<file path="config.mk">
export PLATFORM = sky130hd
export DESIGN_NAME = sync_framed_packet_receiver_flat
export DESIGN_NICKNAME = d
export VERILOG_FILES = /design/src/hdl/sfpr_pkg.sv /design/src/hdl/sfpr_if.sv /design/src/hdl/sync_framed_packet_receiver.sv /design/src/flat_wrapper.sv
export SDC_FILE = /design/constraint.sdc
export NUM_CORES = 1
export LEC_CHECK = 0
export ABC_AREA = 1
export BUFFER_PORTS_ARGS = -buffer_cell sky130_fd_sc_hd__buf_2
export CELL_PAD_IN_SITES_DETAIL_PLACEMENT = 1
export CELL_PAD_IN_SITES_GLOBAL_PLACEMENT = 1
export CORE_ASPECT_RATIO = 0.9
export CORE_MARGIN = 1.5
export CORE_UTILIZATION = 45
export CTS_CLUSTER_SIZE = 12
export DETAILED_ROUTE_END_ITERATION = 16
export GPL_TIMING_DRIVEN = 0
export PLACE_DENSITY_LB_ADDON = 0.12
export SLEW_MARGIN = 20
export SYNTH_ARGS = -nofsm -noshare
export SYNTH_HDL_FRONTEND = slang
export SYNTH_SLANG_ARGS = --single-unit
</file>
<file path="constraint.sdc">
create_clock -name clk -period 6.6 [get_ports clk]
set_input_delay 1.32 -clock clk [delete_from_list [all_inputs] [get_ports clk]]
set_output_delay 1.32 -clock clk [all_outputs]
set_load 0.05 [all_outputs]
</file>
<file path="src/hdl/sfpr_pkg.sv">
package sfpr_pkg;

    localparam int SYNC_BYTES  = 4;
    localparam int FIELD_BYTES = 5;
    localparam int FIELD_COUNT = 12;
    localparam int CRC_FIELD   = 11;

    localparam int PKT_BYTES = FIELD_COUNT * FIELD_BYTES;
    localparam int POS_W     = $clog2(PKT_BYTES);
    localparam int FLD_W     = $clog2(FIELD_COUNT);
    localparam int OFF_W     = $clog2(FIELD_BYTES);

    localparam logic [15:0] CRC_INIT = 16'h1D0F;
    localparam logic [15:0] CRC_POLY = 16'h1021;

    localparam logic [2:0] SILENCE_MAX = 3'd7;

    localparam logic [FLD_W-1:0] FLD_INFO  = FLD_W'(1);
    localparam logic [FLD_W-1:0] FLD_IO    = FLD_W'(2);
    localparam logic [FLD_W-1:0] FLD_COLLO = FLD_W'(3);
    localparam logic [FLD_W-1:0] FLD_COLHI = FLD_W'(4);
    localparam logic [FLD_W-1:0] FLD_QC    = FLD_W'(5);
    localparam logic [FLD_W-1:0] FLD_CRC   = FLD_W'(CRC_FIELD);
    localparam logic [FLD_W-1:0] FLD_LAST  = FLD_W'(FIELD_COUNT - 1);
    localparam logic [OFF_W-1:0] OFF_LAST  = OFF_W'(FIELD_BYTES - 1);

    localparam int CFG_IDX_W = 3;

    typedef enum logic [CFG_IDX_W-1:0] {
        CFG_SYNC      = 3'd0,
        CFG_DELIMITER = 3'd1,
        CFG_TERMINATOR = 3'd2,
        CFG_SILENCE   = 3'd3,
        CFG_DATA_CODE = 3'd4
    } cfg_idx_t;

    typedef enum logic [1:0] {
        KIND_DATA    = 2'd0,
        KIND_OTHER   = 2'd1,
        KIND_REJECT  = 2'd2,
        KIND_TIMEOUT = 2'd3
    } kind_t;

    typedef struct packed {
        kind_t       kind;
        logic [31:0] info;
        logic [15:0] buttons;
        logic        interlock;
        logic [31:0] col_lo;
        logic [31:0] col_hi;
        logic [15:0] diode_a;
        logic [15:0] diode_b;
    } result_t;

    // CRC-16 CCITT, one byte, MSB first
    function automatic logic [15:0] crc_update(input logic [15:0] crc, input logic [7:0] b);
        logic [15:0] c;
        c = crc ^ {b, 8'h00};
        for (int i = 0; i < 8; i++) begin
            if (c[15])
                c = {c[14:0], 1'b0} ^ CRC_POLY;
            else
                c = {c[14:0], 1'b0};
        end
        return c;
    endfunction

endpackage

</file>
<file path="src/hdl/sfpr_if.sv">
interface sfpr_in_if;
    logic       valid;
    logic       ready;
    logic       mode;
    logic [7:0] rx_byte;

    modport source (output valid, output mode, output rx_byte, input ready);
    modport sink   (input valid, input mode, input rx_byte, output ready);
endinterface

interface sfpr_out_if;
    logic        valid;
    logic        ready;
    logic [1:0]  result_kind;
    logic [31:0] packet_info;
    logic [15:0] buttons;
    logic        interlock;
    logic [31:0] collimator_low;
    logic [31:0] collimator_high;
    logic [15:0] diode_first;
    logic [15:0] diode_second;

    modport source (output valid, output result_kind, output packet_info, output buttons,
                    output interlock, output collimator_low, output collimator_high,
                    output diode_first, output diode_second, input ready);
    modport sink   (input valid, input result_kind, input packet_info, input buttons,
                    input interlock, input collimator_low, input collimator_high,
                    input diode_first, input diode_second, output ready);
endinterface

interface sfpr_cfg_if;
    logic        valid;
    logic        ready;
    logic [2:0]  index;
    logic [31:0] data;

    modport source (output valid, output index, output data, input ready);
    modport sink   (input valid, input index, input data, output ready);
endinterface

</file>
<file path="src/hdl/sync_framed_packet_receiver.sv">
// Sync-framed packet receiver. Each input word is either a received UART byte or a
// silence-timer tick; one word is taken per clock while din.ready is high. The packet
// state (position, running CRC-16 CCITT, field words, framing flag) is updated in the
// cycle the word is accepted, and a result (data packet, other packet, rejected packet
// or timeout fault) is written into the output register at the same clock edge as
// that update. din.ready stays high while that register is empty or being drained, so
// the input stalls only in cycles where a result waits on a stalled output, and then
// for every word, including ones that yield no result. The CRC byte update is the
// longest path. No clearing pass after reset; configuration writes are always taken.
module sync_framed_packet_receiver (
    input  logic       clk,
    input  logic       rst_n,
    sfpr_cfg_if.sink   cfg,
    sfpr_in_if.sink    din,
    sfpr_out_if.source dout
);
    import sfpr_pkg::*;

    logic [7:0]       sync_reg;
    logic [7:0]       delim_reg;
    logic [7:0]       term_reg;
    logic [2:0]       limit_reg;
    logic [31:0]      code_reg;

    logic [POS_W-1:0] pos_reg,     pos_next;
    logic [FLD_W-1:0] fld_reg,     fld_next;
    logic [OFF_W-1:0] off_reg,     off_next;
    logic [15:0]      crc_reg,     crc_next;
    logic             good_reg,    good_next;
    logic [31:0]      crcw_reg,    crcw_next;
    logic [31:0]      info_reg,    info_next;
    logic [31:0]      io_reg,      io_next;
    logic [31:0]      collo_reg,   collo_next;
    logic [31:0]      colhi_reg,   colhi_next;
    logic [31:0]      diode_reg,   diode_next;
    logic [2:0]       silence_reg, silence_next;

    result_t          res_reg, res_next;
    logic             res_valid_reg;
    logic             res_load;

    logic             accept;
    logic [15:0]      crc_base;
    logic             good_base;
    logic [15:0]      crc_upd;
    logic             last_byte;
    logic [7:0]       b;

    function automatic logic [31:0] put_byte(input logic [31:0] w, input logic [OFF_W-1:0] off,
                                             input logic [7:0] v);
        logic [31:0] r;
        r = w;
        if (off == '0)
            r = {24'h000000, v};
        else if (off < OFF_W'(4))
            r[{off[1:0], 3'b000} +: 8] = v;
        return r;
    endfunction

    assign cfg.ready = 1'b1;
    assign din.ready = !res_valid_reg || dout.ready;
    assign accept    = din.valid && din.ready;
    assign b         = din.rx_byte;

    assign crc_base  = (pos_reg == '0) ? CRC_INIT : crc_reg;
    assign good_base = (pos_reg == '0) ? 1'b1 : good_reg;
    assign crc_upd   = crc_update(crc_base, b);
    assign last_byte = (fld_reg == FLD_LAST) && (off_reg == OFF_LAST);

    always_ff @(posedge clk or negedge rst_n)
    begin
        if (!rst_n)
        begin
            sync_reg  <= 8'h00;
            delim_reg <= 8'h00;
            term_reg  <= 8'h00;
            limit_reg <= 3'd2;
            code_reg  <= 32'h00000088;
        end
        else if (cfg.valid)
        begin
            unique case (cfg.index)
                CFG_SYNC:       sync_reg  <= cfg.data[7:0];
                CFG_DELIMITER:  delim_reg <= cfg.data[7:0];
                CFG_TERMINATOR: term_reg  <= cfg.data[7:0];
                CFG_SILENCE:    limit_reg <= cfg.data[2:0];
                CFG_DATA_CODE:  code_reg  <= cfg.data;
                default:        ;
            endcase
        end
    end

    always_comb
    begin
        pos_next     = pos_reg;
        fld_next     = fld_reg;
        off_next     = off_reg;
        crc_next     = crc_reg;
        good_next    = good_reg;
        crcw_next    = crcw_reg;
        info_next    = info_reg;
        io_next      = io_reg;
        collo_next   = collo_reg;
        colhi_next   = colhi_reg;
        diode_next   = diode_reg;
        silence_next = silence_reg;
        res_load     = 1'b0;
        res_next     = '0;

        if (accept)
        begin
            if (din.mode)
            begin
                if (silence_reg != SILENCE_MAX)
                    silence_next = silence_reg + 3'd1;
                if (silence_next > limit_reg)
                begin
                    res_load      = 1'b1;
                    res_next.kind = KIND_TIMEOUT;
                end
            end
            else if (pos_reg < POS_W'(SYNC_BYTES) && b != sync_reg)
            begin
                // still hunting for sync
                pos_next  = '0;
                fld_next  = '0;
                off_next  = '0;
                crc_next  = CRC_INIT;
                good_next = 1'b1;
            end
            else
            begin
                crc_next  = (fld_reg < FLD_CRC) ? crc_upd : crc_base;
                good_next = good_base;
                if (off_reg == OFF_LAST && fld_reg < FLD_LAST && b != delim_reg)
                    good_next = 1'b0;
                if (last_byte && b != term_reg)
                    good_next = 1'b0;

                case (fld_reg)
                    FLD_INFO:  info_next  = put_byte(info_reg, off_reg, b);
                    FLD_IO:    io_next    = put_byte(io_reg, off_reg, b);
                    FLD_COLLO: collo_next = put_byte(collo_reg, off_reg, b);
                    FLD_COLHI: colhi_next = put_byte(colhi_reg, off_reg, b);
                    FLD_QC:    diode_next = put_byte(diode_reg, off_reg, b);
                    default:   ;
                endcase
                if (fld_reg == FLD_CRC)
                    crcw_next = put_byte(crcw_reg, off_reg, b);

                if (!last_byte)
                begin
                    pos_next = pos_reg + POS_W'(1);
                    if (off_reg == OFF_LAST)
                    begin
                        off_next = '0;
                        fld_next = fld_reg + FLD_W'(1);
                    end
                    else
                    begin
                        off_next = off_reg + OFF_W'(1);
                    end
                end
                else
                begin
                    pos_next      = '0;
                    fld_next      = '0;
                    off_next      = '0;
                    silence_next  = 3'd0;
                    res_load      = 1'b1;
                    res_next.info = info_next;
                    // CRC field is 32 bits wide, upper half must be zero
                    if (!good_next || crcw_next != {16'h0000, crc_next})
                    begin
                        res_next.kind = KIND_REJECT;
                    end
                    else if (info_next == code_reg)
                    begin
                        res_next.kind      = KIND_DATA;
                        res_next.buttons   = io_next[15:0];
                        res_next.interlock = io_next[16];
                        res_next.col_lo    = collo_next;
                        res_next.col_hi    = colhi_next;
                        res_next.diode_a   = diode_next[15:0];
                        res_next.diode_b   = diode_next[31:16];
                    end
                    else
                    begin
                        res_next.kind = KIND_OTHER;
                    end
                    crc_next  = CRC_INIT;
                    good_next = 1'b1;
                end
            end
        end
    end

    always_ff @(posedge clk or negedge rst_n)
    begin
        if (!rst_n)
        begin
            pos_reg       <= '0;
            fld_reg       <= '0;
            off_reg       <= '0;
            crc_reg       <= CRC_INIT;
            good_reg      <= 1'b1;
            crcw_reg      <= 32'h0;
            info_reg      <= 32'h0;
            io_reg        <= 32'h0;
            collo_reg     <= 32'h0;
            colhi_reg     <= 32'h0;
            diode_reg     <= 32'h0;
            silence_reg   <= 3'd0;
            res_valid_reg <= 1'b0;
        end
        else
        begin
            pos_reg     <= pos_next;
            fld_reg     <= fld_next;
            off_reg     <= off_next;
            crc_reg     <= crc_next;
            good_reg    <= good_next;
            crcw_reg    <= crcw_next;
            info_reg    <= info_next;
            io_reg      <= io_next;
            collo_reg   <= collo_next;
            colhi_reg   <= colhi_next;
            diode_reg   <= diode_next;
            silence_reg <= silence_next;
            if (res_load)
                res_valid_reg <= 1'b1;
            else if (dout.ready)
                res_valid_reg <= 1'b0;
        end
    end

    always_ff @(posedge clk)
    begin
        if (res_load)
            res_reg <= res_next;
    end

    assign dout.valid           = res_valid_reg;
    assign dout.result_kind     = res_reg.kind;
    assign dout.packet_info     = res_reg.info;
    assign dout.buttons         = res_reg.buttons;
    assign dout.interlock       = res_reg.interlock;
    assign dout.collimator_low  = res_reg.col_lo;
    assign dout.collimator_high = res_reg.col_hi;
    assign dout.diode_first     = res_reg.diode_a;
    assign dout.diode_second    = res_reg.diode_b;

endmodule
</file>
<file path="src/flat_wrapper.sv">
// flat-port wrapper written by rule: the top's interface ports become plain ports
module sync_framed_packet_receiver_flat import sfpr_pkg::*;
  (clk, rst_n, cfg_valid, cfg_index, cfg_data, cfg_ready, din_valid, din_mode, din_rx_byte, din_ready, dout_valid, dout_result_kind, dout_packet_info, dout_buttons, dout_interlock, dout_collimator_low, dout_collimator_high, dout_diode_first, dout_diode_second, dout_ready);
  sfpr_cfg_if cfg_i ();
  sfpr_in_if din_i ();
  sfpr_out_if dout_i ();
  input  logic clk;
  input  logic rst_n;
  input wire logic [$bits(cfg_i.valid)-1:0] cfg_valid;
  input wire logic [$bits(cfg_i.index)-1:0] cfg_index;
  input wire logic [$bits(cfg_i.data)-1:0] cfg_data;
  output wire logic [$bits(cfg_i.ready)-1:0] cfg_ready;
  input wire logic [$bits(din_i.valid)-1:0] din_valid;
  input wire logic [$bits(din_i.mode)-1:0] din_mode;
  input wire logic [$bits(din_i.rx_byte)-1:0] din_rx_byte;
  output wire logic [$bits(din_i.ready)-1:0] din_ready;
  output wire logic [$bits(dout_i.valid)-1:0] dout_valid;
  output wire logic [$bits(dout_i.result_kind)-1:0] dout_result_kind;
  output wire logic [$bits(dout_i.packet_info)-1:0] dout_packet_info;
  output wire logic [$bits(dout_i.buttons)-1:0] dout_buttons;
  output wire logic [$bits(dout_i.interlock)-1:0] dout_interlock;
  output wire logic [$bits(dout_i.collimator_low)-1:0] dout_collimator_low;
  output wire logic [$bits(dout_i.collimator_high)-1:0] dout_collimator_high;
  output wire logic [$bits(dout_i.diode_first)-1:0] dout_diode_first;
  output wire logic [$bits(dout_i.diode_second)-1:0] dout_diode_second;
  input wire logic [$bits(dout_i.ready)-1:0] dout_ready;
  assign cfg_i.valid = cfg_valid;
  assign cfg_i.index = cfg_index;
  assign cfg_i.data = cfg_data;
  assign cfg_ready = cfg_i.ready;
  assign din_i.valid = din_valid;
  assign din_i.mode = din_mode;
  assign din_i.rx_byte = din_rx_byte;
  assign din_ready = din_i.ready;
  assign dout_valid = dout_i.valid;
  assign dout_result_kind = dout_i.result_kind;
  assign dout_packet_info = dout_i.packet_info;
  assign dout_buttons = dout_i.buttons;
  assign dout_interlock = dout_i.interlock;
  assign dout_collimator_low = dout_i.collimator_low;
  assign dout_collimator_high = dout_i.collimator_high;
  assign dout_diode_first = dout_i.diode_first;
  assign dout_diode_second = dout_i.diode_second;
  assign dout_i.ready = dout_ready;
  sync_framed_packet_receiver u_core (.clk(clk), .rst_n(rst_n), .cfg(cfg_i), .din(din_i), .dout(dout_i));
endmodule
</file>
==> impl_metrics.toml <==
[clock_network]
clock_path_buffers = 3
cts_root_buf = "clkbuf_16"
cts_hold_buf = 0
cts_setup_buffers = 0
clkTransAtPathRegs_ns = 0.07
cts_sinks = 417
cts_buffers = 46
postCtsResizedCells = 0
clock_latency_ns = 0.59
cts_tree = "done"
cts_max_level = 2

[worst_setup_path]
arrival_ns = 5.34
startpoint_type = "register"
worstPathRequired_ns = 6.98
r2r_cells = 17
reg2reg_to = "u_core.dout.buttons[4]"
r2r_start = "u_core.off_reg[0]"
worst-r2r-setup-slack_ns = 1.63
critical_path.endpoint_type = "register"
path_class = "reg2reg"
critPathMaxFanout = 10

[sta]
maxSlewHeadroom_pct = 29.19
rsz0062_at_grt = "false"
period_needed_ns = 4.967
hold_viol = 0
setup-violations-final = 0
max_clock_freq_ghz = 0.2013
finClkSkew_ns = 0.01870
report.final.slew_viol_count = 0
fin_crit_sh_pct = 75.25
worst_slew_pin_slew_ns = 1.058

[yosys]
seq_area_frac_synth_pct = 54.90
netlist_instances = 2382
synth_cell_types = 48
synth.avg_cell_area_um2 = 8.553
ys_ff_latch = 417
synth_nets = 2446
ys_warn_count = 0
syn-cell-area_mm2 = 0.02037

[drt]
vias = 18016
viasPerCell = 5.525
drc_errors = 0
drt-total-wl_um = 69470
ant_nets = 0
wl_per_cell_um = 21.30
drt_first_pass_iters = 5
drtIter0Drc = 1263

[power]
powerDensity_mw_per_mm2 = 353.8
ir_worst_vdd_mv = 0.2218
p_total_uw = 8405
leakagePower_uw = 0.01106

[floorplan]
coreArea_mm2 = 0.04439
start_util_pct = 45.90
row_count = 73
die-area_mm2 = 0.04656
pin_count = 199
die_x_um = 227.3
die_h_um = 204.9

[worst_hold_path]
hold_path.startpoint = "u_core.crc_reg[2]"
min_path_type = "reg2reg"
min_path_cells = 2
whs_endpoint = "u_core.crc_reg[2]"

[global_route]
grt_pass1_wl_um = 107600
grt_max_degree = 92
antenna_found_initial = 0
grt_usage_pct = 30.50
grt-ovfl-total = 0
grt_pass1_vias = 18905

[finish]
fillers = 5313
multi_input_area_mm2 = 0.007669
finish.utilization_pct = 53.52
nets = 2688
syn2layout_area_growth_pct = 16.62
final-seq-area_mm2 = 0.01119
n_antenna_cell = 0
drive_gt1_share_pct = 13.64

[placement]
io_buffer_count = 189
gp_congestion = 0.8741
dp_hpwl_um = 51320

[outcome]
outcome = "finished clean"

[run]
max_cap_violations = 0
==> kinds of logic (layout without fill, tap and decap cells) <==
group | after synthesis | after routing | share of synthesized area, %
XOR/XNOR | 52 | 52 | 2.235
flip-flops | 417 | 417 | 54.90
other | 1 | 1 | 0.01841
multiplexers | 19 | 19 | 1.050
adder cells (fa/ha/maj) | 15 | 15 | 0.9212
AO/OA/AOI/OAI | 496 | 496 | 13.71
AND/OR/NAND/NOR | 998 | 998 | 19.64
buffers and inverters | 384 | 663 | 7.517
==> report_power, final <==
| group | total [uW] | internal, uW | switching [uW] |
|---|---|---|---|
| Sequential | 3510 | 3280 | 228 |
| Combinational | 2240 | 615 | 1630 |
| Clock | 2650 | 1580 | 1080 |
| Total | 8410 | 5470 | 2930 |
==> critical path: stages, from the launching register on <==
cell      delay, ns
dfrtp_1        0.42
clkbuf_1       0.34
inv_1          0.19
ha_1           0.31
nor2_1         0.38
nand2_1        0.11
nor2_1         0.79
inv_1          0.16
a21oi_1        0.26
inv_1          0.11
nand2_1        0.07
nand4_1        0.10
nor2_1         0.12
nand3_1        0.12
nor2_1         0.23
nand4_2        0.30
clkbuf_1       0.38
nor2_1         0.35
==> cell usage after synthesis (all sizes together) <==
library cell | number | area, um^2
a21boi | 4 | 30.03
a21o | 1 | 7.510
a21oi | 65 | 325.3
a22o | 4 | 35.03
a22oi | 61 | 457.9
a31oi | 10 | 62.56
a32o | 1 | 10.01
and3 | 1 | 6.260
buf | 40 | 240.2
clkbuf | 78 | 292.8
clkinv | 3 | 11.26
conb | 1 | 3.750
dfrtp | 258 | 6456
dfstp | 12 | 315.3
edfxtp | 147 | 4414
ha | 15 | 187.7
inv | 263 | 987.2
mux2 | 19 | 214.0
nand2 | 639 | 2419
nand3 | 75 | 392.9
nand3b | 3 | 22.52
nand4 | 11 | 75.07
nor2 | 250 | 955.9
nor3 | 6 | 46.30
nor3b | 2 | 15.01
nor4 | 2 | 12.51
o211ai | 8 | 60.06
o21ai | 272 | 1365
o22ai | 69 | 431.7
o32ai | 1 | 8.760
or2 | 9 | 56.30
xnor2 | 29 | 254.0
xor2 | 23 | 201.4
==> cell type report <==
type / instances / share of cell area (%)
Tap cell: 600 / 3.160
Buffer: 118 / 2.243
Clock buffer: 69 / 5.551
Inverter: 266 / 4.202
Multi-Input combinational cell: 1581 / 32.28
Sequential cell: 417 / 47.08
Clock inverter: 16 / 0.8847
Timing Repair Buffer: 194 / 4.603
==> worst max-delay path by stage <==
stage	endpoint	from	slack (ns)	depth (start not counted)
final	u_core.dout.buttons[4]	u_core.off_reg[0]	1.63	17
after CTS	u_core.dout.buttons[4]	u_core.off_reg[0]	1.70	17
after global placement	u_core.dout.collimator_low[16]	din_rx_byte[4]	-2.24	11
after floorplan	u_core.dout.buttons[0]	din_rx_byte[7]	0.02	11
after global routing	u_core.dout.buttons[4]	u_core.off_reg[0]	1.23	17
after detailed placement	u_core.dout.collimator_low[16]	din_rx_byte[3]	1.19	13
==> per-layer routing <==
metal / part of all wire, % / GRT usage, %
met1: 43 / 39.92
met2: 47 / 50.07
met3: 6.6 / 5.938
met4: 3.5 / 11.57
met5: 0 / 0
==> metrics by stage <==
step,hold WS (ns),worst slack (ns),std cells,instance area [um^2],TNS [ns]
CTS,0.4825,1.701,3261,23750,0
global route,0.4895,1.227,3261,23760,0
finish,0.4806,1.633,3261,23760,0
detailed placement,0.4675,1.187,3176,22230,0
global placement,0.4584,-2.237,3171,22070,-634.25
floorplan,0.4422,0.01965,2382,20370,0
==> layout by cell type, fill, tap and decap left out, types with 12 or more instances in the layout <==
master,synthesis,layout
clkbuf_1,78,94
nand2_1,633,632
nand3_1,73,73
dfrtp_1,258,258
ha_1,15,15
buf_2,24,212
o21ai_0,265,265
dfstp_2,12,12
xnor2_1,29,29
edfxtp_1,147,147
o22ai_1,69,69
inv_1,258,258
a22oi_1,61,61
xor2_1,23,23
a21oi_1,65,65
clkbuf_16,0,47
mux2_2,19,19
nor2_1,243,243
Power figures use the tool's default switching activity.
